**config.mk**
```make
export PLATFORM = sky130hd
export DESIGN_NAME = ttr_ram
export DESIGN_NICKNAME = d
export VERILOG_FILES = /design/src/hw/rtl/ttr_ram.sv
export SDC_FILE = /design/constraint.sdc
export NUM_CORES = 2
export LEC_CHECK = 0
export BUFFER_PORTS_ARGS = -buffer_cell sky130_fd_sc_hd__clkbuf_2
export CAP_MARGIN = 10
export CORE_MARGIN = 5
export CORE_UTILIZATION = 57
export DETAILED_ROUTE_END_ITERATION = 16
export PLACE_DENSITY = 0.79
export SYNTH_ARGS = -nofsm -noshare
export SYNTH_HDL_FRONTEND = slang
export SYNTH_SLANG_ARGS = --single-unit
export TNS_END_PERCENT = 100
```
**constraint.sdc**
```tcl
create_clock -name clk_i -period 2.2 [get_ports clk_i]
set_clock_uncertainty 0.1 [all_clocks]
set_input_delay 0.33 -clock clk_i [delete_from_list [all_inputs] [get_ports clk_i]]
set_output_delay 0.33 -clock clk_i [all_outputs]
set_load 0.005 [all_outputs]
```
**src/hw/rtl/ttr_ram.sv**
```systemverilog
// ----------------------------------------------------------------------------
// ttr_ram
// Generic simple dual-port RAM, one write and one registered read port.
// ----------------------------------------------------------------------------
module ttr_ram #(
  parameter int WIDTH = 8,
  parameter int DEPTH = 256
) (
  input  logic                     clk_i,
  input  logic                     we_i,
  input  logic [$clog2(DEPTH)-1:0] waddr_i,
  input  logic [WIDTH-1:0]         wdata_i,
  input  logic [$clog2(DEPTH)-1:0] raddr_i,
  output logic [WIDTH-1:0]         rdata_o
);

  logic [WIDTH-1:0] mem_q [DEPTH];
  logic [WIDTH-1:0] rdata_q;

  always_ff @(posedge clk_i) begin
    if (we_i) begin
      mem_q[waddr_i] <= wdata_i;
    end
    rdata_q <= mem_q[raddr_i];
  end

  assign rdata_o = rdata_q;

endmodule

```
### Yosys cells after proc, flatten, opt, wreduce, memory -nomap -nowiden

Memory sizes are Yosys's and may differ from the RTL's. A register that Yosys moved wholly into a read port is not among the register bits.
Index checks and enable logic that the tools add are counted.
W data, S select, Z words.

* register bits after elaboration: 0
* bits in writable memories: 2048
* input port bits: 26
* output and inout port bits: 8
* word-level logic and storage cells: 3
* memories kept: 1

Memories
* mem_q: words 256, bits a word 8, rd ports 1, clocked after memory_dff 1, wr ports 1, line 17 `logic [WIDTH-1:0] mem_q [DEPTH];`

* muxes and demuxes: 2

Operator list (number)
* $mux W1: 2

### Longest topological paths before layout

* depth in word-level cells: 2
* mapped depth: 11

### Least setup slack after synthesis

No wires, ideal clock.

* path kind: input to register
* start point: input port raddr_i[0]
* end point: register rdata_q[2], in the netlist rdata_o[2], read port of mem_q
* setup time: 0.131 ns
* arrival time: 2.137 ns
* path slack: -0.168 ns
* stages on the path: 9
* cells stage by stage: buf_6 -> buf_12 -> buf_8 -> buf_2 -> mux4_2 -> a22oi_1 -> a21oi_1 -> nor4_1 -> nor4_2

RTL lines
* from (decl): line 13 `input logic [$clog2(DEPTH)-1:0] raddr_i,`
* to (decl): line 18 `logic [WIDTH-1:0] rdata_q;`

==> run_results.csv <==
group,metric,value,unit
outcome,status,"finished with violations",
outcome,failed_checks,"negative setup slack",
critical_path,r2r_start,"mem_q[51][2]",
detailed_routing,wl,213,mm
global_route,first_global_vias,44200,
yosys,synth_edf_count,2048,
critical_path,crit_start,"mem_q[51][2]",
global_route,grtUsageTotal,28.9,%
floorplanning,die_x,384,µm
yosys,syn_inst,3733,
timing,fin_ws,-0.187,ns
timing,period_needed,2.39,ns
yosys,synth.distinct_cells,55,
clock_tree,clk_pin_slew,0.06,ns
detailed_routing,wl_per_cell,32.7,µm
detailed_routing,via_count,43900,
floorplanning,die_y,384,µm
min_path,whs_path_depth,4,
placement,dpl.cell_count,6123,
timing,hold_violations,0,
clock_tree,numClockSinks,2056,
yosys,synthArstFlopShare,0,%
power,power.total,80.8,mW
clock_tree,htree_levels,4,
yosys,syn-cell-area,0.0796,mm²
placement,port_buffers,33,
timing,fmax,419,MHz
global_route,grt_overflow,0,
floorplanning,ios,34,
timing,rsz0062_at_grt,"true",
clock_tree,clockBufferDepth,3,
clock_tree,cts_buffers,190,
floorplanning,core-area,0.139,mm²
critical_path,cp_data_arrival_time,2.97,ns
power,leakage,30.5,nW
yosys,synth_top_area_share,77.3,%
timing,slew_violations,0,
critical_path,crit_type,"reg -> reg",
critical_path,cp_num_cells,6,
critical_path,cpMaxStageDelayCell,"mux4_2",
cells_and_area,ff_latch_area,0.0617,mm²
min_path,min_path_type,"in -> reg",
yosys,yosys-top-cells-area,"edfxtp_1, mux4_2, mux2i_1, nor2_1, a22oi_1",
placement,dp.final_hpwl,129,mm
floorplanning,num_rows,137,
critical_path,r2r-end,"rdata_o[2]",
critical_path,required,2.78,ns
clock_tree,cts_setup_buffers,0,
timing,post-route-period-util,109,%
cells_and_area,final_area,0.0939,mm²
cells_and_area,fin_nets,4473,
clock_tree,cts_tree,"done",
critical_path,max_stage_delay,0.47,ns
detailed_routing,drt_iter0_drc,7507,
clock_tree,clock_latency,0.84,ns
cells_and_area,final_cells,6492,
yosys,ys_seq_area_share,77.5,%
critical_path,reg2reg_slack,-0.19,ns
critical_path,reg2reg_depth,6,
cells_and_area,layout_common_cells,"edfxtp_1, buf_4, mux4_2, nor2_1, clkbuf_16",
yosys,synth_top_cell_by_area,"edfxtp_1",
cells_and_area,layout_commonest_cell,"edfxtp_1",
detailed_routing,first_pass_iters,6,
placement,routabilityCongestion,0.911,
cells_and_area,drive_gt1_share,33.9,%
detailed_routing,avgViaCountPerCell,6.76,
power,power_density,861,mW/mm²
min_path,min_from,"waddr_i[1]",
yosys,ys_seq_elements,2056,
critical_path,path_buf_inv,1,
yosys,ys_warn_count,0,
global_route,grt_first_pass_wirelength,306,mm
timing,setup_tns,-0.973,ns
timing,tightest_slew,0.679,ns
timing,setup_violations,8,
yosys,syn_nets,3759,
timing,maxSlewHeadroom,54.3,%
cells_and_area,multi_input_comb_area,0.0169,mm²
floorplanning,die-area,0.147,mm²
placement,placed_area,0.0872,mm²
cells_and_area,fillers,8031,
critical_path,crit_chain,"mux4_2 -> o211ai_1 -> nand3_1 -> nor4_4 -> buf_4 -> nor4_2",
critical_path,startpoint_type,"flop",
floorplanning,initial_core_util,57.2,%
yosys,synthFlopType,"edfxtp_1",
min_path,hold_end,"mem_q[195][5]",
critical_path,critical-path-top-delay-family,"simple AND/OR/NAND/NOR gates",
global_route,antenna_found_initial,14,
global_route,grt_max_degree,75,
critical_path,worst-path-max-fanout,1,
cells_and_area,syn2layout_area_growth,18.0,%
detailed_routing,final_antenna_net_count,0,
detailed_routing,drc_errors,0,
critical_path,crit_path_end_kind,"flop",
power,irDropWorstVdd,0.000985,V
job,max_cap_violations,0,
yosys,avgSynthCellArea,21.3,µm²
clock_tree,clockRootBuffer,"clkbuf_16",
==> per-layer routing <==
layer,wire (µm),vias up,GRT usage (%)
met2,101000,3848,44.8
met5,43,-,0
met4,10700,6,12.5
met3,30000,692,8.10
li1,-,17100,-
met1,71200,22300,39.2
==> cell type report <==
type / instances / area share [%]
diodes: 10 / 0.0267
clock buffers: 238 / 5.41
clock inverters: 113 / 1.15
inverters: 2 / 0.00800
multi-input cells: 1442 / 18.0
flip-flops and latches: 2056 / 65.7
well taps: 1876 / 2.50
repair buffers: 755 / 7.19
==> where the power goes <==
part / internal, mW / total [mW] / switching [mW]
clock network: 18.3 / 32.8 / 14.5
logic: 1.90 / 4.75 / 2.85
registers: 43.2 / 43.3 / 0.0933
total: 63.4 / 80.8 / 17.4
==> Yosys cell counts (22+ instances only) <==
master    count
a21oi_1      96
a22oi_1     133
buf_1        22
buf_2        31
buf_4        27
clkbuf_1    111
edfxtp_1   2048
mux2i_1     134
mux4_2      454
nand2_1      33
nand3_1      34
nor2_1      282
nor2b_1      31
nor3_1       22
nor4_1       24
o221ai_1     46
o22ai_1      28
==> sequential cells by signal, summed over array words and instances (netlist names) <==
register and flops:
rdata_o 8, mem_q 2048
==> worst max path at each step <==
stage                       endpoint
after CTS                 rdata_o[2]
after floorplan           rdata_o[0]
final                     rdata_o[2]
after global routing      rdata_o[1]
after global placement    rdata_o[4]
after detailed placement  rdata_o[4]
==> through the flow <==
step	worst slack [ns]	hold WS [ns]	utilization [%]
floorplan	-0.0488	0.329	-
global placement	-1.04	0.689	62.7
detailed placement	-1.12	0.697	62.7
CTS	-0.188	0.0309	67.4
global route	-0.233	0.0823	67.4
finish	-0.187	0.0999	67.4
==> what timing repair did <==
item | 4_1_cts | 5_1_grt
hold buffers | 8 | 0
endpoints found under the setup margin | 8 | 8
pin swaps | 16 | 12
hold endpoints to repair | 207 | 0
resized for setup | 49 | 18
==> cell families (layout without fill, tap and decap cells) <==
| group | count (synthesis) | count (layout) | share of synthesized area [%] |
|---|---|---|---|
| other cells | 0 | 10 | 0 |
| mux | 591 | 591 | 14.6 |
| compound gates | 385 | 385 | 3.42 |
| flops | 2056 | 2056 | 77.5 |
| buf+inv | 235 | 1108 | 1.83 |
| simple gates | 466 | 466 | 2.63 |
==> worst reg2reg max path: cells and delay by family (launching register included) <==
family                 cells  cell delay, ns
muxes                      1            0.47
buffers and inverters      1            0.22
DFF                        1            0.37
and+or+nand+nor            3            0.80
AOI/OAI and AO/OA          1            0.31
Power figures use the tool's default switching activity.
