[src/hw/rtl/ttr_pkg.sv]
// ----------------------------------------------------------------------------
// ttr_pkg
// Shared geometry, character codes, register map and helpers of the text
// terminal renderer.
// ----------------------------------------------------------------------------
package ttr_pkg;

  localparam int MAX_COLS = 128;
  localparam int MAX_ROWS = 64;
  localparam int COL_W    = $clog2(MAX_COLS);
  localparam int ROW_W    = $clog2(MAX_ROWS);
  localparam int ADDR_W   = COL_W + ROW_W;
  localparam int DEPTH    = MAX_COLS * MAX_ROWS;

  localparam logic [7:0] CH_ESC = 8'h1b;
  localparam logic [7:0] CH_LBR = 8'h5b;
  localparam logic [7:0] CH_M   = 8'h6d;
  localparam logic [7:0] CH_BS  = 8'h08;
  localparam logic [7:0] CH_LF  = 8'h0a;
  localparam logic [7:0] CH_CR  = 8'h0d;
  localparam logic [7:0] CH_SP  = 8'h20;
  localparam logic [7:0] CH_0   = 8'h30;
  localparam logic [7:0] CH_9   = 8'h39;

  localparam logic [1:0] REG_COLS = 2'd0;
  localparam logic [1:0] REG_ROWS = 2'd1;
  localparam logic [1:0] REG_DFG  = 2'd2;
  localparam logic [1:0] REG_DBG  = 2'd3;

  localparam logic [7:0] COLS_RST = 8'd80;
  localparam logic [6:0] ROWS_RST = 7'd24;
  localparam logic [3:0] DFG_RST  = 4'd15;
  localparam logic [3:0] DBG_RST  = 4'd0;

  localparam logic [1:0] PH_TEXT = 2'd0;
  localparam logic [1:0] PH_ESC  = 2'd1;
  localparam logic [1:0] PH_CSI  = 2'd2;
  localparam logic [1:0] PH_NUM  = 2'd3;

  typedef struct packed {
    logic [7:0] nc;       // effective columns, 1..MAX_COLS
    logic [6:0] nr;       // effective rows, 1..MAX_ROWS
    logic [3:0] dfg;
    logic [3:0] dbg;
    logic       geom_wr;  // columns or rows written this cycle
    logic [7:0] nc_new;
    logic [6:0] nr_new;
  } cfg_t;

  function automatic logic [7:0] eff_cols(input logic [7:0] v);
    if (v == 8'd0) return 8'd1;
    if (int'(v) > MAX_COLS) return 8'(MAX_COLS);
    return v;
  endfunction

  function automatic logic [6:0] eff_rows(input logic [6:0] v);
    if (v == 7'd0) return 7'd1;
    if (int'(v) > MAX_ROWS) return 7'(MAX_ROWS);
    return v;
  endfunction

  function automatic logic [2:0] ansi_to_vga(input logic [2:0] a);
    logic [2:0] r;
    case (a)
      3'd0: r = 3'd0;
      3'd1: r = 3'd4;
      3'd2: r = 3'd2;
      3'd3: r = 3'd6;
      3'd4: r = 3'd1;
      3'd5: r = 3'd5;
      3'd6: r = 3'd3;
      default: r = 3'd7;
    endcase
    return r;
  endfunction

  function automatic logic [ADDR_W-1:0] cell_addr(input logic [6:0] c, input logic [6:0] r);
    logic [COL_W-1:0] cc;
    logic [ROW_W-1:0] rr;
    cc = (int'(c) >= MAX_COLS) ? COL_W'(MAX_COLS - 1) : c[COL_W-1:0];
    rr = (int'(r) >= MAX_ROWS) ? ROW_W'(MAX_ROWS - 1) : r[ROW_W-1:0];
    return {rr, cc};
  endfunction

endpackage

[src/hw/rtl/ttr_regs.sv]
// ----------------------------------------------------------------------------
// ttr_regs
// APB register file: window geometry and default colours.
// ----------------------------------------------------------------------------
module ttr_regs (
  input  logic             clk_i,
  input  logic             rst_ni,
  input  logic             psel,
  input  logic             penable,
  input  logic             pwrite,
  input  logic [3:0]       paddr,
  input  logic [31:0]      pwdata,
  output logic [31:0]      prdata,
  output logic             pready,
  output ttr_pkg::cfg_t    cfg_o
);

  logic [7:0] cols_q;
  logic [6:0] rows_q;
  logic [3:0] dfg_q, dbg_q;
  logic       wr;
  logic [1:0] idx;

  assign pready = 1'b1;
  assign wr     = psel & penable & pwrite;
  assign idx    = paddr[3:2];

  always_ff @(posedge clk_i or negedge rst_ni) begin
    if (!rst_ni) begin
      cols_q <= ttr_pkg::COLS_RST;
      rows_q <= ttr_pkg::ROWS_RST;
      dfg_q  <= ttr_pkg::DFG_RST;
      dbg_q  <= ttr_pkg::DBG_RST;
    end else if (wr) begin
      unique case (idx)
        ttr_pkg::REG_COLS: cols_q <= pwdata[7:0];
        ttr_pkg::REG_ROWS: rows_q <= pwdata[6:0];
        ttr_pkg::REG_DFG:  dfg_q  <= pwdata[3:0];
        default:           dbg_q  <= pwdata[3:0];
      endcase
    end
  end

  always_comb begin
    unique case (idx)
      ttr_pkg::REG_COLS: prdata = {24'd0, cols_q};
      ttr_pkg::REG_ROWS: prdata = {25'd0, rows_q};
      ttr_pkg::REG_DFG:  prdata = {28'd0, dfg_q};
      default:           prdata = {28'd0, dbg_q};
    endcase
  end

  always_comb begin
    cfg_o.nc      = ttr_pkg::eff_cols(cols_q);
    cfg_o.nr      = ttr_pkg::eff_rows(rows_q);
    cfg_o.dfg     = dfg_q;
    cfg_o.dbg     = dbg_q;
    cfg_o.geom_wr = wr && (idx == ttr_pkg::REG_COLS || idx == ttr_pkg::REG_ROWS);
    cfg_o.nc_new  = (idx == ttr_pkg::REG_COLS) ? ttr_pkg::eff_cols(pwdata[7:0]) : cfg_o.nc;
    cfg_o.nr_new  = (idx == ttr_pkg::REG_ROWS) ? ttr_pkg::eff_rows(pwdata[6:0]) : cfg_o.nr;
  end

endmodule

[config.mk]
export PLATFORM = sky130hd
export DESIGN_NAME = ttr_regs
export DESIGN_NICKNAME = d
export VERILOG_FILES = /design/src/hw/rtl/ttr_pkg.sv /design/src/hw/rtl/ttr_regs.sv
export SDC_FILE = /design/constraint.sdc
export NUM_CORES = 1
export LEC_CHECK = 0
export BUFFER_PORTS_ARGS = -buffer_cell sky130_fd_sc_hd__buf_2
export CAP_MARGIN = 10
export CORE_UTILIZATION = 43
export CTS_BUF_LIST = sky130_fd_sc_hd__clkbuf_4 sky130_fd_sc_hd__clkbuf_8
export CTS_CLUSTER_DIAMETER = 60
export CTS_CLUSTER_SIZE = 20
export DETAILED_ROUTE_END_ITERATION = 7
export PLACE_DENSITY = 0.8
export SKIP_LAST_GASP = 1
export SLEW_MARGIN = 20
export SYNTH_ARGS = -nofsm -noshare
export SYNTH_HDL_FRONTEND = slang
export SYNTH_SLANG_ARGS = --single-unit
[constraint.sdc]
create_clock -name clk_i -period 1.4 [get_ports clk_i]
set_input_delay 0.14 -clock clk_i [delete_from_list [all_inputs] [get_ports clk_i]]
set_output_delay 0.14 -clock clk_i [all_outputs]
set_load 0.03 [all_outputs]
==> Word level (Yosys, flattened, before mapping) <==
Index checks and enable logic that the tools add are counted.
{ "totals": {"out_inout_bits": 72, "inputBits": 41, "reg_bits": 23} }
{ "classes": {"reduce_logical": 12, "eq_ne": 2, "n_lt_le_gt_ge": 4, "muxes": 31, "bitwise_logic": 3} }
{ "op_table": {"columns": ["operator", "count"], "rows": [
  ["8-bit two-way mux", 9],
  ["7-bit two-way mux", 9],
  ["8-bit case mux with 3 select lines", 1],
  ["8-bit > comparator, second input constant", 2],
  ["8-bit logical NOT", 2],
  ["7-bit > comparator, second input constant", 2],
  ["7-bit logical NOT", 2],
  ["1-bit two-way mux", 12],
  ["2-bit AND reduction", 4],
  ["3-bit OR reduction", 1],
  ["1-bit AND", 2],
  ["2-bit by 1-bit equality test with 1-bit output, second input constant", 1],
  ["2-bit equality test, second input constant", 1],
  ["2-bit logical NOT", 1],
  ["1-bit logical AND", 1],
  ["1-bit logical OR", 1],
  ["1-bit NOT", 1]
]} }

==> Depth between registers and ports, before layout <==
Gate-level depths: netlist of the first run.
{ "depth": {"word_depth": 6, "mapped_depth": 4, "depth_no_buf": 3} }

==> Worst setup path after synthesis of the first run <==
No wires, ideal clock.
{ "synth_path": {"path_type": "register to output", "startpoint": "register cols_q[1]", "endpoint": "output cfg_o[7] (netlist name)", "arrival_ns": 1.579, "path_stages_with_launch": 4, "slack_ns": -0.319, "path_buffers": 0, "required_ns": 1.260, "path_cell_list": "dfrtp_1 nor4_1 a21oi_1 o32ai_1"} }
{ "synth_rtl": {"columns": ["element", "line_no", "text"], "rows": [
  ["start, declared", "ttr_regs.sv:18", "logic [7:0] cols_q;"],
  ["start signal, assigned", "ttr_regs.sv:30", "cols_q <= ttr_pkg::COLS_RST;"],
  ["start signal, assigned", "ttr_regs.sv:36", "ttr_pkg::REG_COLS: cols_q <= pwdata[7:0];"],
  ["end, declared", "ttr_regs.sv:15", "output ttr_pkg::cfg_t cfg_o"]
]} }

==> results, run 1 <==
- The combinational share of power is 61.0%.
- STA puts the critical path data required time at 1.26 ns.
- The worst setup path is launched from a register.
- For this design the static power due to leakage is 1.260 nW.
- The final critical-path share of the clock period is 118.6%.
- After detailed placement, the design holds a cell count of 281.
- The setup-violating endpoint count in the final report is 24.
- The relative contribution of sequential cells to total power is 27.8%.
- In this run the critical register-to-register path is captured at rows_q[6]$_DFFE_PN0P_.
- The Yosys step of the flow raised 0 warnings.
- The number of antenna violations at the first check in global routing was 0.
- Global routing used between 20% and 30% of the available tracks across all layers.
- The depth of the worst hold-timing path is 2.
- The startpoint identified for the worst register-to-register timing path is rows_q[6]$_DFFE_PN0P_.
- Clock-pin slew was measured on the worst setup and hold paths at ~0.090 ns.
- The number of nets at the end of the flow is between 200 and 300.
- The net switching power is 0.001685 W.
- The distinct cell type count of the synthesized netlist is 30.
- The total half-perimeter wirelength after legalization and detailed placement is 3319 µm.
- Across all register-to-register paths, the minimum setup slack is 0.30 ns.
- Measured along the x axis, the die boundary spans 63.86 µm.
- Routability-driven placement finished with a final weighted congestion of 0.8277.
- The core region is 3661 µm².
- The number of pins with negative max-slew slack in the final report came to 0.
- The maximum number of pins on one net before global-route repair is 24.
- The library cells used most frequently in the layout, excluding fill and tap cells, are sky130_fd_sc_hd__buf_2 (36), sky130_fd_sc_hd__buf_4 (35), sky130_fd_sc_hd__conb_1 (25), sky130_fd_sc_hd__mux2_2 (23), sky130_fd_sc_hd__buf_6 (22).
- Timing would allow up to approximately 600 MHz.
- The clock latency on the worst-skew pair is between 0.2 and 0.3 ns.
- The number of instances in the synthesized netlist is roughly 160.
- Hold is met by 0.1367 ns.
- The placed standard-cell area is 2078 µm².
- The total power per unit cell area is around 1500 nW/µm².
- The routed length per placed instance is 16.44 µm.
- The via count of the first global-routing pass came to 1488.
- The first global-routing pass estimated 7596 µm of wire.
- After the first detailed-routing iteration, the DRC count stood at 62.
- The final reports fail on negative setup slack.
- The number of standard-cell rows in the floorplan is 22.
- In this run the worst hold path is classified as input pin to register.
- The height of the die is 63.86 µm.
- Once routing completed, OpenROAD measured the worst setup slack at -0.2598 ns.
- The switching share of power is 44.42%.
- The count of vias placed by the detailed router is roughly 1500.
- The hold violation total from the final report is 0.
- After synthesis, flip-flops and latches occupy 35.59% of the total area.
- For this run, the detailed router's first-pass iteration total came to 4.
- The number of vias per cell after detailed routing is 5.073.
- Once layout is complete, the cells apart from fillers number 303.
- The flow ran to the end, but the final reports show violations.
- Setup repair after global routing could not meet its margin everywhere.
- In this run the deepest clock path goes through 2 buffers.
- Across the VDD grid, the largest voltage drop is between 1 and 1.5 mV.
- On the final layout, the worst clock skew is 0 ns.
- The number of nets still failing antenna checks after routing is 0.
- The overflow left after global routing is 0.
- Cell internal power was estimated by the tool at 0.002109 W.
- TritonCTS built the clock tree.
- Across the run, the number of max-cap violations was 0.
- The area enclosed by the die boundary is 4077 µm².
- TritonCTS created 3 clock buffers.
- The end point of the worst hold path is cols_q[7]$_DFFE_PN0P_.
- The repair_antennas step left the layout with diodes totalling 0.
- The worst slack at placement is -0.05100 ns.
- In the final layout, the share of cells above drive strength 1 is 67.84%.
- In this run the number of H-tree levels came out at 1.
- At the pin with the least slew margin, the transition time is 0.5303 ns.
- The worst register-to-register path has a depth of 3.
- The synthesized design contains 23 register bits.
- Input and output buffers added on the ports amount to 61.
- The source of the worst hold timing path is pwdata[7].
- The DRC violations left is 0.
- For this configuration, the core starts out at a cell density of 44.94%.
- With fillers left out, the area of the finished cells amounts to ~2600 µm².
- The critical path is of the register to primary output type.
- The normalized max-slew margin is 64.64%.
- The smallest clock period supported by the final layout is computed as about 1.7 ns.
- The largest fanout on the critical path is 3.
- The average instance in the mapped netlist occupies 10.03 µm².
- The cell area after synthesis is 1645 µm².
- STA puts the critical path data arrival time at 1.52 ns.
- The tree is rooted in a sky130_fd_sc_hd__clkbuf_8.
- Relative to the synthesized area, the layout overhead comes to 56.35%.
- The number of top-level design ports is 113.
- Per report_power, the clock group accounts for 11.2% of the total.
- Leaving out fill and tap cells, the most frequent cell in the layout is sky130_fd_sc_hd__buf_2.
- The endpoint kind of the worst setup timing path is a primary output.
- The CTS sink count is 23.
- The wire length after detailed routing is approximately 5000 µm.
metal layers:
layer	wire [µm]	part of all wire (%)	vias up	track usage (%)
met3	238	4.8	6	3.393
met4	91	1.8	0	11.36
li1	-	-	697	-
met5	0	0	-	0
met2	2670	54	60	43.09
met1	1981	40	774	29.85
critical path, cell delays in order, from the launching register on:
cell,delay [ns]
sky130_fd_sc_hd__dfstp_2,0.40
sky130_fd_sc_hd__nor4_4,0.28
sky130_fd_sc_hd__a21oi_2,0.10
sky130_fd_sc_hd__o32ai_2,0.26
sky130_fd_sc_hd__buf_4,0.20
through the flow:
| stage | power, W | setup TNS, ns | util [%] |
|---|---|---|---|
| after floorplan | 0.002287 | -0.4235 | - |
| after global placement | 0.002712 | -0.02767 | 56.77 |
| after detailed placement | 0.002752 | -0.05100 | 56.77 |
| after CTS | 0.003584 | -1.678 | 66.37 |
| after global routing | 0.003947 | -3.000 | 70.27 |
| final | 0.003794 | -2.000 | 70.27 |
synth_stat cells, drive strengths merged:
| master | n | area share (%) |
|---|---|---|
| buf | 29 | 13 |
| mux2 | 24 | 16 |
| dfrtp | 15 | 23 |
| nor2 | 12 | 2.9 |
| nor2b | 11 | 4.2 |
| nand2b | 9 | 3.4 |
| o21ai | 9 | 2.7 |
| dfstp | 8 | 13 |
| nand3 | 6 | 2.1 |
| clkbuf | 5 | 1.1 |
| nand2 | 5 | 1.1 |
| inv | 4 | 0.91 |
| mux4 | 4 | 5.5 |
| a21oi | 3 | 0.91 |
| a31o | 3 | 1.6 |
| mux2i | 3 | 1.8 |
| nor3 | 3 | 1.6 |
| conb | 2 | 0.46 |
| nor4 | 2 | 0.76 |
| o32ai | 2 | 1.1 |
| a22oi | 1 | 0.46 |
| and2 | 1 | 0.38 |
| and3 | 1 | 0.38 |
| nor3b | 1 | 0.76 |
| o31ai | 1 | 0.46 |
what timing repair did:
action,in CTS,in global routing
endpoints found under the hold margin,15,0
hold buffers,1,0
pin swaps,8,8
resized for setup,52,33
endpoints found under the setup margin,21,25
setup buffers,13,4
cells by family (layout without fill, tap and decap cells):
logic type | after synthesis | in the layout | synth area share (%)
compound gates | 19 | 19 | 7.225
flops | 23 | 23 | 35.59
simple gates | 51 | 51 | 17.64
mux | 31 | 31 | 23.73
other cells | 2 | 25 | 0.4564
buf+inv | 38 | 106 | 15.36
final cells by class:
cell class                 instances  area, µm²
clock inverter                     1      5.005
inverter                           4      15.01
multi-input combinational        126       1094
sequential                        23      589.3
clock buffer                       3      41.29
tap                               48      60.06
timing repair buffer              98      768.2
fill                             274       1089
state kept, by name, indices dropped and copies added (netlist names):
signal  count
cols_q      8
dbg_q       4
dfg_q       4
rows_q      7
power groups by stage:
| stage | Sequential [W] | Combinational [W] | Clock, W |
|---|---|---|---|
| after floorplan | 0.00108 | 0.00121 | 0 |
| after global placement | 0.00103 | 0.00169 | 0 |
| after detailed placement | 0.00103 | 0.00172 | 0 |
| after CTS | 0.00103 | 0.00213 | 0.000421 |
| after global routing | 0.00108 | 0.00241 | 0.000461 |
| final | 0.00106 | 0.00231 | 0.000424 |
worst max-delay path by stage:
stage / startpoint / to / slack, ns / depth (start not counted)
after floorplan: rows_q[6]$_DFFE_PN0P_ / cfg_o[3] / -0.13 / 4
after CTS: cols_q[5]$_DFFE_PN0P_ / cfg_o[7] / -0.29 / 4
after global routing: cols_q[6]$_DFFE_PN1P_ / cfg_o[7] / -0.31 / 4
final: cols_q[6]$_DFFE_PN1P_ / cfg_o[7] / -0.26 / 4
after global placement: cols_q[1]$_DFFE_PN0P_ / cfg_o[7] / -0.03 / 4
after detailed placement: cols_q[1]$_DFFE_PN0P_ / cfg_o[7] / -0.05 / 4
Power figures use the tool's default switching activity.
==> run 2: changes to the inputs <==
--- a/constraint.sdc
+++ b/constraint.sdc
@@ -3,2 +3,2 @@
 set_output_delay 0.14 -clock clk_i [all_outputs]
-set_load 0.03 [all_outputs]
+set_load 0.02 [all_outputs]
==> results, run 2 (synthesis gave the netlist of run 1 again) <==
- The run finished, with violations left.
- The final reports fail on negative setup slack.
- The post-route minimum period is 1.662 ns (+0.001751 ns).
- The total area of multi-input combinational cells came to 1006 µm² (-8.0%).
- Leaving out fill and tap cells, the most frequent cells in the layout are sky130_fd_sc_hd__buf_2 (44), sky130_fd_sc_hd__buf_4 (26), sky130_fd_sc_hd__conb_1 (25), sky130_fd_sc_hd__mux2_2 (24), sky130_fd_sc_hd__buf_6 (18).
- The number of standard-cell rows in the floorplan came to 22 (unchanged).
- The placer congestion estimate is 0.8878 (+7.3%).
- The worst hold path begins at pwdata[7].
- The tightest min-delay check is of the input pin to register type.
- The total power per unit cell area is 1394 nW/µm² (-5.5%).
- The final total power is 0.003283 W (-13%).
- The TritonCTS clock tree is yes.
- Setup repair after global routing could not meet its margin everywhere.
- The height of the die was 63.86 µm (unchanged).
- The kind of start point of the critical path is a register.
- The number of vias per cell after detailed routing is 5.193 (+2.4%).
- The transition at the pin with the smallest max-transition slack was 0.5022 ns (-0.02818 ns).
- The final critical-path share of the clock period is 118.7% (+0.13 points).
- The number of inserted filler cells in the final layout is 272 (-0.73%).
- The largest registers in the layout are cols_q: 8 flops, rows_q: 7 flops.
- The most common cell after layout, fill and taps aside is sky130_fd_sc_hd__buf_2.
- The setup slack of the most critical reg-to-reg path is 0.36 ns (+0.06 ns).
- The number of port buffers is 61 (unchanged).
- The number of nets still failing antenna checks after routing is 0 (unchanged).
- The number of buffers added by the clock tree synthesis step was 3 (unchanged).
- The clock-pin transition on the worst setup and hold timing paths is 0.07 ns (-0.02 ns).
- The largest fanout on the critical path is 4 (+1).
- The die width is 63.86 µm (unchanged).
- The data arrival time of the critical path is 1.52 ns (about the same).
- The number of antenna violations at the first check in global routing is 0 (unchanged).
- The highest attainable clock frequency is 601.8 MHz (-0.11%).
- The flip-flop count of the largest register, all copies and words added was 8 (unchanged).
- The maximum number of pins on one net before global-route repair is 24 (unchanged).
- The total number of H-tree levels is 1 (unchanged).
- The routed length per placed instance came to 15.87 µm (-3.4%).
- The area occupied by registers is 589.3 µm² (unchanged).
- The all-layer global routing usage is 22.21% (-2.5 points).
- CTS placed an instance of sky130_fd_sc_hd__clkbuf_8 at the clock tree root.
- The clock latency on the worst-skew pair is 0.25 ns (-0.02 ns).
- The number of optimization iterations in the first detailed-route pass is 4 (unchanged).
- By startpoint and endpoint, the worst setup path is classified as register to primary output.
- The setup-violating endpoint count in the final report is 18 (-25%).
- The area added between synthesis and finish is 43.12%.
- The worst slack at placement is 0.01824 ns (+0.06924 ns).
- The wire length after detailed routing is 4683 µm (-6.0%).
- The overflow left after global routing is 0 (unchanged).
- The normalized max-slew margin was 66.52% (+1.9 points).
- The final critical-path setup slack is -0.2616 ns (-0.001751 ns).
- The iteration-0 DRC count of the detailed router came to 43 (-31%).
- The via count of the first global-routing pass is 1424 (-4.3%).
- The effective utilization at floorplan is 44.94% (unchanged).
- The worst hold margin is 0.1496 ns (+0.01295 ns).
- The beginning of the critical path is cols_q[6]$_DFFE_PN1P_.
- The area enclosed by the die boundary was 4077 µm² (unchanged).
- The required time at the endpoint of the critical path was 1.26 ns (about the same).
- The worst clock skew on the final layout was 0 ns (unchanged).
- The total half-perimeter wirelength after legalization and detailed placement came to 3038 µm (-8.5%).
- The max-cap violation count is 0 (unchanged).
- The worst ir drop on vdd is 1.030 mV (-0.99%).
- The setup TNS is -1.466 ns (+0.5338 ns).
- The number of pins with negative max-slew slack in the final report is 0 (unchanged).
- The hold violation total from the final report is 0 (unchanged).
- The number of top-level design ports is 113 (unchanged).
- The global-route wire length before repair came to 7024 µm (-7.5%).
- STA classifies the critical path endpoint as a primary output.
- The number of nets at the end of the flow is 289 (-2.7%).
- The buffer levels on the longest clock path is 2 (unchanged).
- The area of the placeable core came to 3661 µm² (unchanged).
- The fraction of layout instances using a drive strength above 1 is 63.97% (-3.9 points).
- The origin of the critical flop-to-flop path is cols_q[1]$_DFFE_PN0P_.
- The antenna cell count is 0 (unchanged).
- The CTS sink count is 23 (unchanged).
- The register name with the most flops is cols_q.
- The static leakage is 1.157 nW (-8.2%).
- The DRC violations left is 0 (unchanged).
- The fraction of the core area covered by cells at the end of the flow is 64.32% (-5.9 points).
- The count of vias placed by the detailed router came to 1532 (-0.33%).
-- run 2: cell types whose count changed in the layout (fill, tap and decap cells not counted), moves of 2 or more --
cell | previous run | this run
sky130_fd_sc_hd__nor2b_4 | 11 | 5
sky130_fd_sc_hd__buf_6 | 22 | 18
sky130_fd_sc_hd__a31o_4 | 3 | 0
sky130_fd_sc_hd__o21ai_2 | 4 | 2
sky130_fd_sc_hd__buf_12 | 3 | 0
sky130_fd_sc_hd__a31o_2 | 0 | 3
sky130_fd_sc_hd__nor2b_1 | 0 | 3
sky130_fd_sc_hd__buf_4 | 35 | 26
sky130_fd_sc_hd__o21ai_0 | 2 | 4
sky130_fd_sc_hd__buf_2 | 36 | 44
sky130_fd_sc_hd__nor2b_2 | 0 | 3
-- run 2: critical path, cell delays in order, from the launching register on --
cell,delay (ns)
sky130_fd_sc_hd__dfstp_2,0.59
sky130_fd_sc_hd__nor2b_1,0.21
sky130_fd_sc_hd__nor2b_1,0.19
sky130_fd_sc_hd__a31o_2,0.13
sky130_fd_sc_hd__buf_2,0.15
-- run 2: layer usage --
metal / GRT usage (%) / routed length, µm
met3: 2.143 / 334
met1: 29.89 / 1921
met4: 5.966 / 108
met5: 0 / 0
met2: 37.90 / 2318
-- run 2: stage by stage --
stage               instance area [µm²]  instances
finish                             2355        295
global route                       2355        295
CTS                                2242        292
detailed placement                 1964        275
global placement                   1964        275
floorplan                          1739        187
-- run 2: final cells by class --
class	count	share of cell area, %
tap	48	2.550
clock inverter	1	0.2125
timing repair buffer	90	26.99
inverter	4	0.7439
clock buffer	3	1.753
multi-input combinational	126	42.72
sequential	23	25.03
-- run 2: worst paths after layout --
| path | to | cells after the start |
|---|---|---|
| worst min register to register | dbg_q[3]$_DFFE_PN0P_ | 1 |
| worst max register to register | cols_q[1]$_DFFE_PN0P_ | 3 |
| max in group asynchronous | cols_q[7]$_DFFE_PN0P_ | 2 |
| min in group asynchronous | dbg_q[1]$_DFFE_PN0P_ | 2 |
| worst max-delay path | cfg_o[13] | 4 |
| worst min-delay path | cols_q[7]$_DFFE_PN0P_ | 2 |
-- run 2: power breakdown --
part | switching (W) | internal [W]
sequential | 0.000185 | 0.000865
combinational | 0.000965 | 0.000870
clock | 0.000199 | 0.000198
total | 0.00135 | 0.00193
-- run 2: timing repair --
action	in CTS	in global routing
setup endpoints to repair	18	25
pin swaps	7	3
resized for setup	41	32
hold endpoints to repair	15	0
buffers inserted	12	4
hold buffers	1	0
