**config.mk**
```make
export PLATFORM = sky130hd
export DESIGN_NAME = ttr_core
export DESIGN_NICKNAME = d
export VERILOG_FILES = /design/src/hw/rtl/ttr_pkg.sv /design/src/hw/rtl/ttr_core.sv
export SDC_FILE = /design/constraint.sdc
export NUM_CORES = 1
export LEC_CHECK = 0
export BUFFER_PORTS_ARGS = -buffer_cell sky130_fd_sc_hd__buf_2
export CAP_MARGIN = 20
export CORE_UTILIZATION = 30
export CTS_CLUSTER_SIZE = 12
export DETAILED_ROUTE_END_ITERATION = 8
export PLACE_DENSITY = 0.57
export SETUP_SLACK_MARGIN = 0.05
export SLEW_MARGIN = 5
export SYNTH_ARGS = -nofsm -noshare
export SYNTH_HDL_FRONTEND = slang
export SYNTH_SLANG_ARGS = --single-unit
```
**constraint.sdc**
```tcl
create_clock -name clk_i -period 3.4 [get_ports clk_i]
set_input_delay 0.17 -clock clk_i [delete_from_list [all_inputs] [get_ports clk_i]]
set_output_delay 0.17 -clock clk_i [all_outputs]
set_load 0.02 [all_outputs]
```
**src/hw/rtl/ttr_pkg.sv**
```systemverilog
// ----------------------------------------------------------------------------
// ttr_pkg
// Shared geometry, character codes, register map and helpers of the text
// terminal renderer.
// ----------------------------------------------------------------------------
package ttr_pkg;

  localparam int MAX_COLS = 128;
  localparam int MAX_ROWS = 64;
  localparam int COL_W    = $clog2(MAX_COLS);
  localparam int ROW_W    = $clog2(MAX_ROWS);
  localparam int ADDR_W   = COL_W + ROW_W;
  localparam int DEPTH    = MAX_COLS * MAX_ROWS;

  localparam logic [7:0] CH_ESC = 8'h1b;
  localparam logic [7:0] CH_LBR = 8'h5b;
  localparam logic [7:0] CH_M   = 8'h6d;
  localparam logic [7:0] CH_BS  = 8'h08;
  localparam logic [7:0] CH_LF  = 8'h0a;
  localparam logic [7:0] CH_CR  = 8'h0d;
  localparam logic [7:0] CH_SP  = 8'h20;
  localparam logic [7:0] CH_0   = 8'h30;
  localparam logic [7:0] CH_9   = 8'h39;

  localparam logic [1:0] REG_COLS = 2'd0;
  localparam logic [1:0] REG_ROWS = 2'd1;
  localparam logic [1:0] REG_DFG  = 2'd2;
  localparam logic [1:0] REG_DBG  = 2'd3;

  localparam logic [7:0] COLS_RST = 8'd80;
  localparam logic [6:0] ROWS_RST = 7'd24;
  localparam logic [3:0] DFG_RST  = 4'd15;
  localparam logic [3:0] DBG_RST  = 4'd0;

  localparam logic [1:0] PH_TEXT = 2'd0;
  localparam logic [1:0] PH_ESC  = 2'd1;
  localparam logic [1:0] PH_CSI  = 2'd2;
  localparam logic [1:0] PH_NUM  = 2'd3;

  typedef struct packed {
    logic [7:0] nc;       // effective columns, 1..MAX_COLS
    logic [6:0] nr;       // effective rows, 1..MAX_ROWS
    logic [3:0] dfg;
    logic [3:0] dbg;
    logic       geom_wr;  // columns or rows written this cycle
    logic [7:0] nc_new;
    logic [6:0] nr_new;
  } cfg_t;

  function automatic logic [7:0] eff_cols(input logic [7:0] v);
    if (v == 8'd0) return 8'd1;
    if (int'(v) > MAX_COLS) return 8'(MAX_COLS);
    return v;
  endfunction

  function automatic logic [6:0] eff_rows(input logic [6:0] v);
    if (v == 7'd0) return 7'd1;
    if (int'(v) > MAX_ROWS) return 7'(MAX_ROWS);
    return v;
  endfunction

  function automatic logic [2:0] ansi_to_vga(input logic [2:0] a);
    logic [2:0] r;
    case (a)
      3'd0: r = 3'd0;
      3'd1: r = 3'd4;
      3'd2: r = 3'd2;
      3'd3: r = 3'd6;
      3'd4: r = 3'd1;
      3'd5: r = 3'd5;
      3'd6: r = 3'd3;
      default: r = 3'd7;
    endcase
    return r;
  endfunction

  function automatic logic [ADDR_W-1:0] cell_addr(input logic [6:0] c, input logic [6:0] r);
    logic [COL_W-1:0] cc;
    logic [ROW_W-1:0] rr;
    cc = (int'(c) >= MAX_COLS) ? COL_W'(MAX_COLS - 1) : c[COL_W-1:0];
    rr = (int'(r) >= MAX_ROWS) ? ROW_W'(MAX_ROWS - 1) : r[ROW_W-1:0];
    return {rr, cc};
  endfunction

endpackage

```
**src/hw/rtl/ttr_core.sv**
```systemverilog
// ----------------------------------------------------------------------------
// ttr_core
// Escape parser, cursor control and glyph store sequencer.
// ----------------------------------------------------------------------------
module ttr_core (
  input  logic                       clk_i,
  input  logic                       rst_ni,
  input  ttr_pkg::cfg_t              cfg_i,
  input  logic                       in_valid_i,
  output logic                       in_ready_o,
  input  logic [7:0]                 ch_i,
  output logic                       out_valid_o,
  input  logic                       out_ready_i,
  output logic                       kind_o,
  output logic [6:0]                 col_o,
  output logic [5:0]                 row_o,
  output logic [7:0]                 glyph_o,
  output logic [3:0]                 fg_o,
  output logic [3:0]                 bg_o,
  output logic                       last_o,
  output logic                       we_o,
  output logic [ttr_pkg::ADDR_W-1:0] waddr_o,
  output logic [7:0]                 wdata_o,
  output logic [ttr_pkg::ADDR_W-1:0] raddr_o,
  input  logic [7:0]                 rdata_i
);

  localparam logic [3:0] ST_CLR    = 4'd0;
  localparam logic [3:0] ST_IDLE   = 4'd1;
  localparam logic [3:0] ST_TEXT   = 4'd2;
  localparam logic [3:0] ST_BS_RD  = 4'd3;
  localparam logic [3:0] ST_BS_CHK = 4'd4;
  localparam logic [3:0] ST_PUT    = 4'd5;
  localparam logic [3:0] ST_SC_CP  = 4'd6;
  localparam logic [3:0] ST_SC_FL  = 4'd7;
  localparam logic [3:0] ST_SC_BL  = 4'd8;

  localparam int AW = ttr_pkg::ADDR_W;
  localparam int CW = ttr_pkg::COL_W;
  localparam int RW = ttr_pkg::ROW_W;

  logic [3:0]    st_q, st_d;
  logic [7:0]    ch_q, ch_d;
  logic [1:0]    ph_q, ph_d;
  logic [7:0]    num_q, num_d;
  logic [3:0]    fg_q, fg_d, bg_q, bg_d;
  logic [6:0]    ccol_q, ccol_d, crow_q, crow_d;
  logic          moved_q, moved_d;
  logic          adv_q, adv_d;
  logic [7:0]    pg_q, pg_d;
  logic          ret_q, ret_d;   // after the sweep: 1 back to text handling
  logic [RW-1:0] sr_q, sr_d;
  logic [CW-1:0] sc_q, sc_d;
  logic          wp_q, wp_d;
  logic [AW-1:0] wa_q, wa_d;
  logic [AW-1:0] clr_q, clr_d;

  logic          ov_q, ov_d;
  logic          ok_q, ok_d, ol_q, ol_d;
  logic [6:0]    oc_q, oc_d;
  logic [5:0]    or_q, or_d;
  logic [7:0]    og_q, og_d;
  logic [3:0]    of_q, of_d, ob_q, ob_d;

  logic          can_emit;
  logic          is_dig;
  logic [3:0]    dig;
  logic [11:0]   num_x10;
  logic [7:0]    last_col;
  logic [6:0]    row_n;

  assign can_emit   = !ov_q || out_ready_i;
  assign in_ready_o = (st_q == ST_IDLE);
  assign is_dig     = (ch_i >= ttr_pkg::CH_0) && (ch_i <= ttr_pkg::CH_9);
  assign dig        = 4'(ch_i - ttr_pkg::CH_0);
  assign num_x10    = {4'd0, num_q} * 12'd10 + {8'd0, dig};
  assign last_col   = cfg_i.nc - 8'd1;
  assign row_n      = crow_q + 7'd1;

  always_comb begin
    st_d = st_q; ch_d = ch_q; ph_d = ph_q; num_d = num_q;
    fg_d = fg_q; bg_d = bg_q; ccol_d = ccol_q; crow_d = crow_q;
    moved_d = moved_q; adv_d = adv_q; pg_d = pg_q; ret_d = ret_q;
    sr_d = sr_q; sc_d = sc_q; wp_d = wp_q; wa_d = wa_q; clr_d = clr_q;
    ov_d = ov_q && !out_ready_i;
    ok_d = ok_q; ol_d = ol_q; oc_d = oc_q; or_d = or_q; og_d = og_q;
    of_d = of_q; ob_d = ob_q;
    we_o = 1'b0; waddr_o = wa_q; wdata_o = rdata_i;
    raddr_o = ttr_pkg::cell_addr(ccol_q, crow_q);

    if (cfg_i.geom_wr) begin
      if ({1'b0, ccol_q} >= cfg_i.nc_new) ccol_d = 7'(cfg_i.nc_new - 8'd1);
      if (crow_q > cfg_i.nr_new) crow_d = cfg_i.nr_new;
    end

    unique case (st_q)
      ST_CLR: begin
        we_o = 1'b1; waddr_o = clr_q; wdata_o = ttr_pkg::CH_SP;
        clr_d = clr_q + AW'(1);
        if (&clr_q) st_d = ST_IDLE;
      end
      ST_IDLE: begin
        if (in_valid_i) begin
          ch_d = ch_i;
          unique case (ph_q)
            ttr_pkg::PH_ESC: begin
              if (ch_i == ttr_pkg::CH_LBR) ph_d = ttr_pkg::PH_CSI;
              else begin
                ph_d = ttr_pkg::PH_TEXT; st_d = ST_TEXT;
              end
            end
            ttr_pkg::PH_CSI: begin
              if (is_dig) begin
                num_d = {4'd0, dig}; ph_d = ttr_pkg::PH_NUM;
              end else begin
                ph_d = ttr_pkg::PH_TEXT; st_d = ST_TEXT;
              end
            end
            ttr_pkg::PH_NUM: begin
              if (is_dig) begin
                num_d = (num_x10 > 12'd255) ? 8'd255 : num_x10[7:0];
              end else begin
                ph_d = ttr_pkg::PH_TEXT;
                if (ch_i == ttr_pkg::CH_M) begin
                  if (num_q == 8'd0) begin
                    fg_d = cfg_i.dfg; bg_d = cfg_i.dbg;
                  end else if (num_q == 8'd39) fg_d = cfg_i.dfg;
                  else if (num_q == 8'd49) bg_d = cfg_i.dbg;
                  else if (num_q >= 8'd30 && num_q <= 8'd37)
                    fg_d = {1'b0, ttr_pkg::ansi_to_vga(3'(num_q - 8'd30))};
                  else if (num_q >= 8'd90 && num_q <= 8'd97)
                    fg_d = {1'b1, ttr_pkg::ansi_to_vga(3'(num_q - 8'd90))};
                  else if (num_q >= 8'd40 && num_q <= 8'd47)
                    bg_d = {1'b0, ttr_pkg::ansi_to_vga(3'(num_q - 8'd40))};
                  else if (num_q >= 8'd100 && num_q <= 8'd107)
                    bg_d = {1'b1, ttr_pkg::ansi_to_vga(3'(num_q - 8'd100))};
                end
              end
            end
            default: st_d = ST_TEXT;
          endcase
        end
      end
      ST_TEXT: begin
        if (crow_q >= cfg_i.nr) begin
          // pending scroll from a wrap on the last row
          if (can_emit) begin
            ov_d = 1'b1; ok_d = 1'b1; oc_d = '0; or_d = '0; og_d = ttr_pkg::CH_SP;
            of_d = fg_q; ob_d = bg_q;
            ol_d = (ch_q == ttr_pkg::CH_CR) || (ch_q == ttr_pkg::CH_ESC);
            crow_d = crow_q - 7'd1; ret_d = 1'b1;
            sc_d = '0; wp_d = 1'b0;
            if (cfg_i.nr > 7'd1) begin
              sr_d = '0; st_d = ST_SC_CP;
            end else begin
              sr_d = RW'(cfg_i.nr - 7'd1); st_d = ST_SC_BL;
            end
          end
        end else begin
          case (ch_q)
            ttr_pkg::CH_LF: begin
              if (row_n >= cfg_i.nr) begin
                if (can_emit) begin
                  ov_d = 1'b1; ok_d = 1'b1; oc_d = '0; or_d = '0;
                  og_d = ttr_pkg::CH_SP; of_d = fg_q; ob_d = bg_q; ol_d = 1'b1;
                  ccol_d = '0; ret_d = 1'b0; sc_d = '0; wp_d = 1'b0;
                  if (cfg_i.nr > 7'd1) begin
                    sr_d = '0; st_d = ST_SC_CP;
                  end else begin
                    sr_d = RW'(cfg_i.nr - 7'd1); st_d = ST_SC_BL;
                  end
                end
              end else begin
                crow_d = row_n; ccol_d = '0; st_d = ST_IDLE;
              end
            end
            ttr_pkg::CH_CR: begin
              ccol_d = '0; st_d = ST_IDLE;
            end
            ttr_pkg::CH_ESC: begin
              ph_d = ttr_pkg::PH_ESC; st_d = ST_IDLE;
            end
            ttr_pkg::CH_BS: begin
              pg_d = ttr_pkg::CH_SP; adv_d = 1'b0;
              if (ccol_q != 7'd0) begin
                ccol_d = ccol_q - 7'd1; st_d = ST_PUT;
              end else begin
                ccol_d = last_col[6:0];
                if (crow_q != 7'd0) crow_d = crow_q - 7'd1;
                moved_d = 1'b0; st_d = ST_BS_RD;
              end
            end
            default: begin
              pg_d = ch_q; adv_d = 1'b1; st_d = ST_PUT;
            end
          endcase
        end
      end
      ST_BS_RD: st_d = ST_BS_CHK;
      ST_BS_CHK: begin
        if (rdata_i == ttr_pkg::CH_SP && ccol_q != 7'd0) begin
          ccol_d = ccol_q - 7'd1; moved_d = 1'b1; st_d = ST_BS_RD;
        end else begin
          if (moved_q) ccol_d = ccol_q + 7'd1;
          st_d = ST_PUT;
        end
      end
      ST_PUT: begin
        if (can_emit) begin
          we_o = 1'b1; waddr_o = ttr_pkg::cell_addr(ccol_q, crow_q); wdata_o = pg_q;
          ov_d = 1'b1; ok_d = 1'b0; oc_d = ccol_q; or_d = crow_q[5:0]; og_d = pg_q;
          of_d = fg_q; ob_d = bg_q; ol_d = 1'b1;
          if (adv_q) begin
            if ({1'b0, ccol_q} + 8'd1 >= cfg_i.nc) begin
              ccol_d = '0; crow_d = row_n;
            end else ccol_d = ccol_q + 7'd1;
          end
          st_d = ST_IDLE;
        end
      end
      ST_SC_CP: begin
        // read row below, write the previous beat into the row above
        raddr_o = {sr_q + RW'(1), sc_q};
        we_o = wp_q; waddr_o = wa_q; wdata_o = rdata_i;
        wp_d = 1'b1; wa_d = {sr_q, sc_q};
        if ({1'b0, sc_q} == last_col) begin
          sc_d = '0;
          if ({1'b0, sr_q} == cfg_i.nr - 7'd2) st_d = ST_SC_FL;
          else sr_d = sr_q + RW'(1);
        end else sc_d = sc_q + CW'(1);
      end
      ST_SC_FL: begin
        we_o = wp_q; waddr_o = wa_q; wdata_o = rdata_i;
        wp_d = 1'b0; sc_d = '0; sr_d = RW'(cfg_i.nr - 7'd1); st_d = ST_SC_BL;
      end
      ST_SC_BL: begin
        we_o = 1'b1; waddr_o = {sr_q, sc_q}; wdata_o = ttr_pkg::CH_SP;
        if ({1'b0, sc_q} == last_col) st_d = ret_q ? ST_TEXT : ST_IDLE;
        else sc_d = sc_q + CW'(1);
      end
      default: st_d = ST_IDLE;
    endcase
  end

  always_ff @(posedge clk_i or negedge rst_ni) begin
    if (!rst_ni) begin
      st_q <= ST_CLR; ph_q <= ttr_pkg::PH_TEXT; num_q <= '0;
      fg_q <= ttr_pkg::DFG_RST; bg_q <= ttr_pkg::DBG_RST;
      ccol_q <= '0; crow_q <= '0; clr_q <= '0; wp_q <= 1'b0; ov_q <= 1'b0;
      ret_q <= 1'b0; moved_q <= 1'b0; adv_q <= 1'b0;
    end else begin
      st_q <= st_d; ph_q <= ph_d; num_q <= num_d; fg_q <= fg_d; bg_q <= bg_d;
      ccol_q <= ccol_d; crow_q <= crow_d; clr_q <= clr_d; wp_q <= wp_d; ov_q <= ov_d;
      ret_q <= ret_d; moved_q <= moved_d; adv_q <= adv_d;
    end
  end

  always_ff @(posedge clk_i) begin
    ch_q <= ch_d; pg_q <= pg_d; sr_q <= sr_d; sc_q <= sc_d; wa_q <= wa_d;
    ok_q <= ok_d; ol_q <= ol_d; oc_q <= oc_d; or_q <= or_d; og_q <= og_d;
    of_q <= of_d; ob_q <= ob_d;
  end

  assign out_valid_o = ov_q;
  assign kind_o  = ok_q;
  assign col_o   = oc_q;
  assign row_o   = or_q;
  assign glyph_o = og_q;
  assign fg_o    = of_q;
  assign bg_o    = ob_q;
  assign last_o  = ol_q;

  a_cursor_in_window: assert property (@(posedge clk_i) disable iff (!rst_ni)
    (st_q == ST_IDLE) |-> ({1'b0, ccol_q} < cfg_i.nc && crow_q <= cfg_i.nr))
    else $error("cursor outside window while idle");

  a_sweep_row: assert property (@(posedge clk_i) disable iff (!rst_ni)
    (st_q == ST_SC_CP) |-> ({1'b0, sr_q} + 7'd1 < cfg_i.nr))
    else $error("scroll copy beyond last row");

  a_no_overwrite: assert property (@(posedge clk_i) disable iff (!rst_ni)
    (ov_q && !out_ready_i) |=> (ov_q && $stable(og_q) && $stable(ok_q)))
    else $error("pending result overwritten");

  a_flush_write: assert property (@(posedge clk_i) disable iff (!rst_ni)
    (st_q == ST_SC_FL) |-> wp_q)
    else $error("scroll flush without pending write");

endmodule

```
# After elaboration in Yosys (flattened, before gate mapping)
# Cells that the tools add are included.
# W data, S select, Z words.
totals:
  regBits: 127
  inputBits: 59
  mem_bits_rw: 0
  wordCells: 344
  latchBits: 0
  n_memories: 0
  out_inout_bits: 68
  mem_bits_ro: 0
op_classes:
  n_eq_ne: 75
  div_mod_pow: 0
  magnitude_cmp: 18
  n_reduce_logical: 49
  n_addsub: 18
  n_mul: 1
  bitwise: 3
  mux: 155
  shifts: 0
ops:
  columns: ["cell", "n"]
  rows:
  - ["$mux W7", 32]
  - ["$mux W4", 32]
  - ["$pmux W3 S7", 4]
  - ["$mux W6", 13]
  - ["$mux W8", 9]
  - ["$pmux W8 S2", 4]
  - ["$pmux W7 S2", 3]
  - ["$pmux W7 S3", 2]
  - ["$pmux W13 S3", 1]
  - ["$eq A3 B3 Y1 const B", 12]
  - ["$ne A2 B2 Y1 const B", 18]
  - ["$pmux W4 S9", 1]
  - ["$pmux W7 S4", 1]
  - ["$mux W1", 27]
  - ["$ne A3 B3 Y1 const B", 9]
  - ["$mux W13", 2]
  - ["$eq A3 B2 Y1 const B", 8]
  - ["$eq A8 B4 Y1 const B", 3]
  - ["$eq A8 B6 Y1 const B", 3]
  - ["$le A8 B6 Y1 const B", 3]
  - ["$pmux W4 S3", 2]
  - ["$add A7 B1 Y7 const B", 3]
  - ["$sub A7 B1 Y7 const B", 3]
  - ["$reduce_and A5 Y1", 4]
  - ["other kinds (65)", 120]

# Depth between registers and ports, before layout
depth:
  word_depth: 10
  ltp_mapped: 12

# Worst setup path before layout
# No wires, ideal clock.
synth_path:
  path_type: "flip-flop to flip-flop"
  from: "register crow_q[4]"
  to: "register oc_q[0], in the netlist col_o[0], enable pin"
  required_ns: 3.001
  setup_ns: 0.399
  period_less_slack_ns: 3.673
  stages_incl_launch_ff: 12
  t_arrival_ns: 3.274
  n_path_buf: 1
  slack_ns: -0.273
  path_cell_list: "dfrtp_1 -> clkbuf_1 -> and3_1 -> nand3_1 -> xnor2_1 -> ha_1 -> nand4_1 -> o21ai_0 -> nand2_1 -> a21oi_1 -> nor2_1 -> nor2_1"
synth_between:
  elab_chain_cells: 4
synth_rtl:
  columns: ["element", "line_no", "text"]
  rows:
  - ["start: declaration", "ttr_core.sv:47", "logic [6:0] ccol_q, ccol_d, crow_q, crow_d;"]
  - ["start signal: assignment", "ttr_core.sv:253", "ccol_q <= ccol_d; crow_q <= crow_d; clr_q <= clr_d; wp_q <= wp_d; ov_q <= ov_d;"]
  - ["$add A7 B1 Y7", "ttr_core.sv:78", "assign row_n = crow_q + 7'd1;"]
  - ["$ge A7 B7 Y1", "ttr_core.sv:162", "if (row_n >= cfg_i.nr) begin"]
  - ["$ne A3 B3 Y1 (no source line)", null, null]
  - ["$reduce_and A4 Y1 (no source line) *", null, null]
  - ["end signal: assignment", "ttr_core.sv:260", "ok_q <= ok_d; ol_q <= ol_d; oc_q <= oc_d; or_q <= or_d; og_q <= og_d;"]
  - ["end: declaration", "ttr_core.sv:60", "logic [6:0] oc_q, oc_d;"]
# Mark *: on every way between the ends. The rest lies on a longest branch, timed or not.
# A chain may end at the register's enable or synchronous reset.

# Final worst setup path
layout_path:
  from: "register num_q[1]"
  to: "register num_q[3]"
layout_between:
  elab_chain_cells: 6
layout_rtl:
  columns: ["element", "line_no", "text"]
  rows:
  - ["start: declaration", "ttr_core.sv:45", "logic [7:0] num_q, num_d;"]
  - ["start signal: assignment", "ttr_core.sv:252", "st_q <= st_d; ph_q <= ph_d; num_q <= num_d; fg_q <= fg_d; bg_q <= bg_d;"]
  - ["$mul A8 B3 Y11 *", "ttr_core.sv:76", "assign num_x10 = {4'd0, num_q} * 12'd10 + {8'd0, dig};"]
  - ["$add A12 B4 Y12 *", "ttr_core.sv:76", null]
  - ["$gt A12 B8 Y1", "ttr_core.sv:121", "num_d = (num_x10 > 12'd255) ? 8'd255 : num_x10[7:0];"]
  - ["$mux W8 *", "ttr_core.sv:121", null]
  - ["$mux W8 *", "ttr_core.sv:120", "if (is_dig) begin"]
  - ["$pmux W8 S2 *", "ttr_core.sv:105", "unique case (ph_q)"]
# Mark *: on every way between the ends. The rest lies on a longest branch, timed or not. The select of a mux whose other input is x is not followed.

==> results.txt <==
Counting both buffers and inverters, the worst setup path holds a total of 0. During placement, the flow inserted port buffers numbering 126. The area of the mapped netlist is 9783 µm². The final weighted congestion in routability-driven placement is 0.9324. Dividing the detail-routed wire length by the instance count gives 18.49 µm. Of the post-synthesis cell area, the dominant cell type holds 22.41%. The horizontal extent of the die is 182.6 µm. The net count after synthesis came out at 1220. The routed design has 31.39 mm of wire. The achievable frequency came out at 0.3141 GHz. The clock transition at the registers of the reported paths came out at 0.06 ns. In the final layout, the share of cells above drive strength 1 is 20.92%.

The total setup violations reported at the end of the flow came out at 0. CTS built an H-tree with a depth of 4. In this run the count of I/O pins placed on the die edge is 127.

The headroom to the max-slew limit came out at 45.02%. The peak fanout along the critical path came out at 7. The accumulated negative setup slack is 0 ns. The worst hold path terminates at ch_q[3].

The number of max-slew violations in the final report came to 0. For this design the static power due to leakage is 5.170 nW. The number of standard cells after synthesis came out at 1090. The floorplan die height is 182.6 µm. The kind of start point of the critical path is a flip-flop. The initial utilization of the core area, before any placement, comes to 30.77%.

Among the stages of the critical path, the cell type that occurs most often is sky130_fd_sc_hd__ha_1. Summed over all instances, the cell type with the most area after synthesis is sky130_fd_sc_hd__edfxtp_1. Summing all multi-input logic gate instances after layout gives 5813 µm². Averaged over all synthesized cells, the footprint is 8.975 µm².

The run finished with clean final reports. In the routed design, unresolved DRC markers number 0. For the worst flop-to-flop path, the logic depth is 10. The via count normalized by instance count is 5.289. For this block, the via count after detailed routing is 8976.

The worst hold path belongs to the class in -> reg. The delay of the slowest cell on the worst path is 0.50 ns. The final critical-path required period is 3.184 ns. TritonCTS built the clock tree. The worst-case vdd ir drop came out at 0.2962 mV. The wire-length estimate of the detail-placed layout is 24.52 mm.

The final critical-path share of the clock period is 93.63%. The number of enable-type register cells in the synthesized netlist came out at 73. The number of nets with antenna violations after routing is 0. The maximum number of buffers from clock root to sink is 2.

The number of buffers added by the clock tree synthesis step is 17. The slack of the worst reg-to-reg path came out at 0.22 ns. At the end of the flow, the number of nets in the layout was 1379. The critical path goes through ha_1, ha_1, fa_1, xnor2_1, nand4bb_1, and3_1, o211a_1, a311oi_2, o32ai_1, o21ai_0. The number of failing hold endpoints at the final stage is 0. The tree is rooted in a sky130_fd_sc_hd__clkbuf_16. The kind of end point of the critical path is a flip-flop. The area inside the core boundary came out at 31800 µm². For the worst-skew pair, the clock arrives at the later sink with an insertion delay of 0.43 ns.

The layout has 3256 filler cells. The slowest cell on the critical path is sky130_fd_sc_hd__a311oi_2. The maximum clock skew at final layout is 0.005850 ns. The total clock sinks came out at 127.

The number of storage elements in the synthesis netlist is 127. The count of standard-cell rows came out at 65. The post-synthesis cell type count came out at 93. The number of diodes came out at 0. Entering global routing, the biggest net connects 38 pins. In this run the critical register-to-register path is captured at num_q[3]. The worst setup path is of the reg -> reg kind. STA puts the critical path data required time at 3.74 ns. The register area is 3548 µm². The total power draw came out at 9.093 mW.

The area of the die is 33340 µm². The length of the first detailed-routing pass in iterations came out at 5. The global-route wire length before repair is 49.18 mm. For this run, the number of Yosys warnings is 0. The first routing iteration left 735 violations. The number of global-route vias before repair came out at 8819.

Power spread over the standard cell area amounts to 764.1 nW/µm². Setup repair after global routing left no endpoint under its margin. The post-synthesis to final-layout area growth is 21.64%. The total congestion overflow after global routing came out at 0. Sorting the synthesized cells by area gives the leading types as sky130_fd_sc_hd__edfxtp_1 22%, sky130_fd_sc_hd__dfrtp_1 13%, sky130_fd_sc_hd__ha_1 8.8%. The total of max-cap violations is 0. The worst min-delay path startpoint is ch_i[3]. The share of flip-flops with an asynchronous set or reset is 42.52%.

The global-route usage over all layers is 19.05%. Along the worst hold path, the cell count comes to 1. The worst flop-to-flop path startpoint is num_q[1]. The prevailing post-synth register cell is sky130_fd_sc_hd__edfxtp_1. The initial antenna violation count is 0. The data arrival at the endpoint of the critical path is 3.53 ns. The cell family with the largest share of critical-path delay is compound AO/OA/AOI/OAI gates.

The sequential area share after synthesis is 36.27%. The measured slew at the worst slew-check pin is 0.8161 ns.
-- registers in the layout (all words and copies together) (netlist names), 4 cells and up --
name and flops:
st_q 4, fg_o 4, sr_q 6, clr_q 13
crow_q 7, glyph_o 8, ccol_q 7, fg_q 4
sc_q 7, num_q 8, bg_q 4, col_o 7
wa_q 13, ch_q 8, bg_o 4, row_o 6
pg_q 8
-- Yosys cell counts (all sizes together), types with 5 or more instances --
| library cell | n |
|---|---|
| a211oi | 6 |
| a21o | 10 |
| a21oi | 48 |
| a222oi | 6 |
| a22oi | 13 |
| a31oi | 13 |
| and2 | 7 |
| and3 | 29 |
| clkbuf | 49 |
| dfrtp | 50 |
| edfxtp | 73 |
| ha | 69 |
| inv | 53 |
| mux2 | 10 |
| mux2i | 19 |
| nand2 | 130 |
| nand2b | 14 |
| nand3 | 66 |
| nand3b | 9 |
| nand4 | 14 |
| nor2 | 79 |
| nor2b | 8 |
| nor3 | 34 |
| nor3b | 6 |
| nor4 | 8 |
| o211ai | 16 |
| o21a | 5 |
| o21ai | 59 |
| o22ai | 12 |
| or3 | 9 |
| xnor2 | 50 |
| xor2 | 25 |
-- cells by family (layout without fill, tap and decap cells) --
family	after synthesis	count (layout)	share of synthesized area (%)
AND/OR/NAND/NOR	438	438	22.94
AO/OA/AOI/OAI	242	242	16.88
flip-flops	127	127	36.27
buffers and inverters	107	279	4.758
XOR/XNOR	75	75	6.714
adder cells (fa/ha/maj)	72	72	9.336
multiplexers	29	29	3.095
-- worst max-delay path by stage --
stage / endpoint / slack, ns / cells past startpoint / from
final: num_q[3] / 0.22 / 10 / num_q[1]
after global routing: num_q[2] / 0.06 / 10 / num_q[1]
after CTS: sc_q[5] / 0.08 / 9 / crow_q[0]
after detailed placement: sc_q[6] / 0.12 / 9 / crow_q[0]
after global placement: ccol_q[0] / 0.23 / 12 / crow_q[0]
after floorplan: col_o[0] / 0.07 / 11 / crow_q[4]
-- area by class of cell --
type	count	area share [%]
multi-input cells	856	48.85
flip-flops and latches	127	29.82
repair buffers	194	9.946
well taps	435	4.574
clock buffers	19	3.722
inverters	53	1.693
clock inverters	13	1.398
-- power by group --
group	internal [mW]	total, mW	switching [mW]
logic	1.73	4.71	2.98
clock network	1.17	1.90	0.722
registers	2.09	2.48	0.393
-- what timing repair did --
action | in CTS | in global routing
buffers inserted | 0 | 1
gates resized for setup | 0 | 11
hold buffers | 7 | 0
hold endpoints to repair | 26 | 0
endpoints found under the setup margin | 0 | 51
-- routing by layer --
metal	part of all wire, %	vias to the layer above	global-route usage (%)
li1	-	4345	-
met1	44	4322	24.18
met2	48	262	31.92
met3	5.2	47	3.013
met4	3.2	0	8.269
met5	0	-	0
-- cell usage in the layout (no fill, tap or decap), drive strengths merged, types with 8 or more instances in the layout --
cell	instances
xnor2	50
xor2	25
nor2	79
a31oi	13
inv	53
nor3	34
buf	187
o21ai	59
mux2	10
o211ai	16
nand4	14
nor2b	8
nand2	130
nor4	8
a21o	10
a21oi	48
o22ai	12
mux2i	19
ha	69
nand3b	9
nand2b	14
and3	29
edfxtp	73
dfrtp	50
a22oi	13
or3	9
clkbuf	19
nand3	66
-- stage by stage --
step,hold slack (ns),cell area (µm²),setup slack (ns),utilization [%],std cells
finish,0.01677,11900,0.2164,37.42,1697
global route,0.01056,11900,0.06233,37.42,1697
CTS,0.0008947,11860,0.08461,37.29,1696
detailed placement,0.1905,11180,0.1226,35.15,1657
global placement,0.1863,11180,0.2331,35.15,1657
floorplan,-0.1256,9786,0.06584,-,1090
No activity file was read; power rests on OpenSTA's default activity.
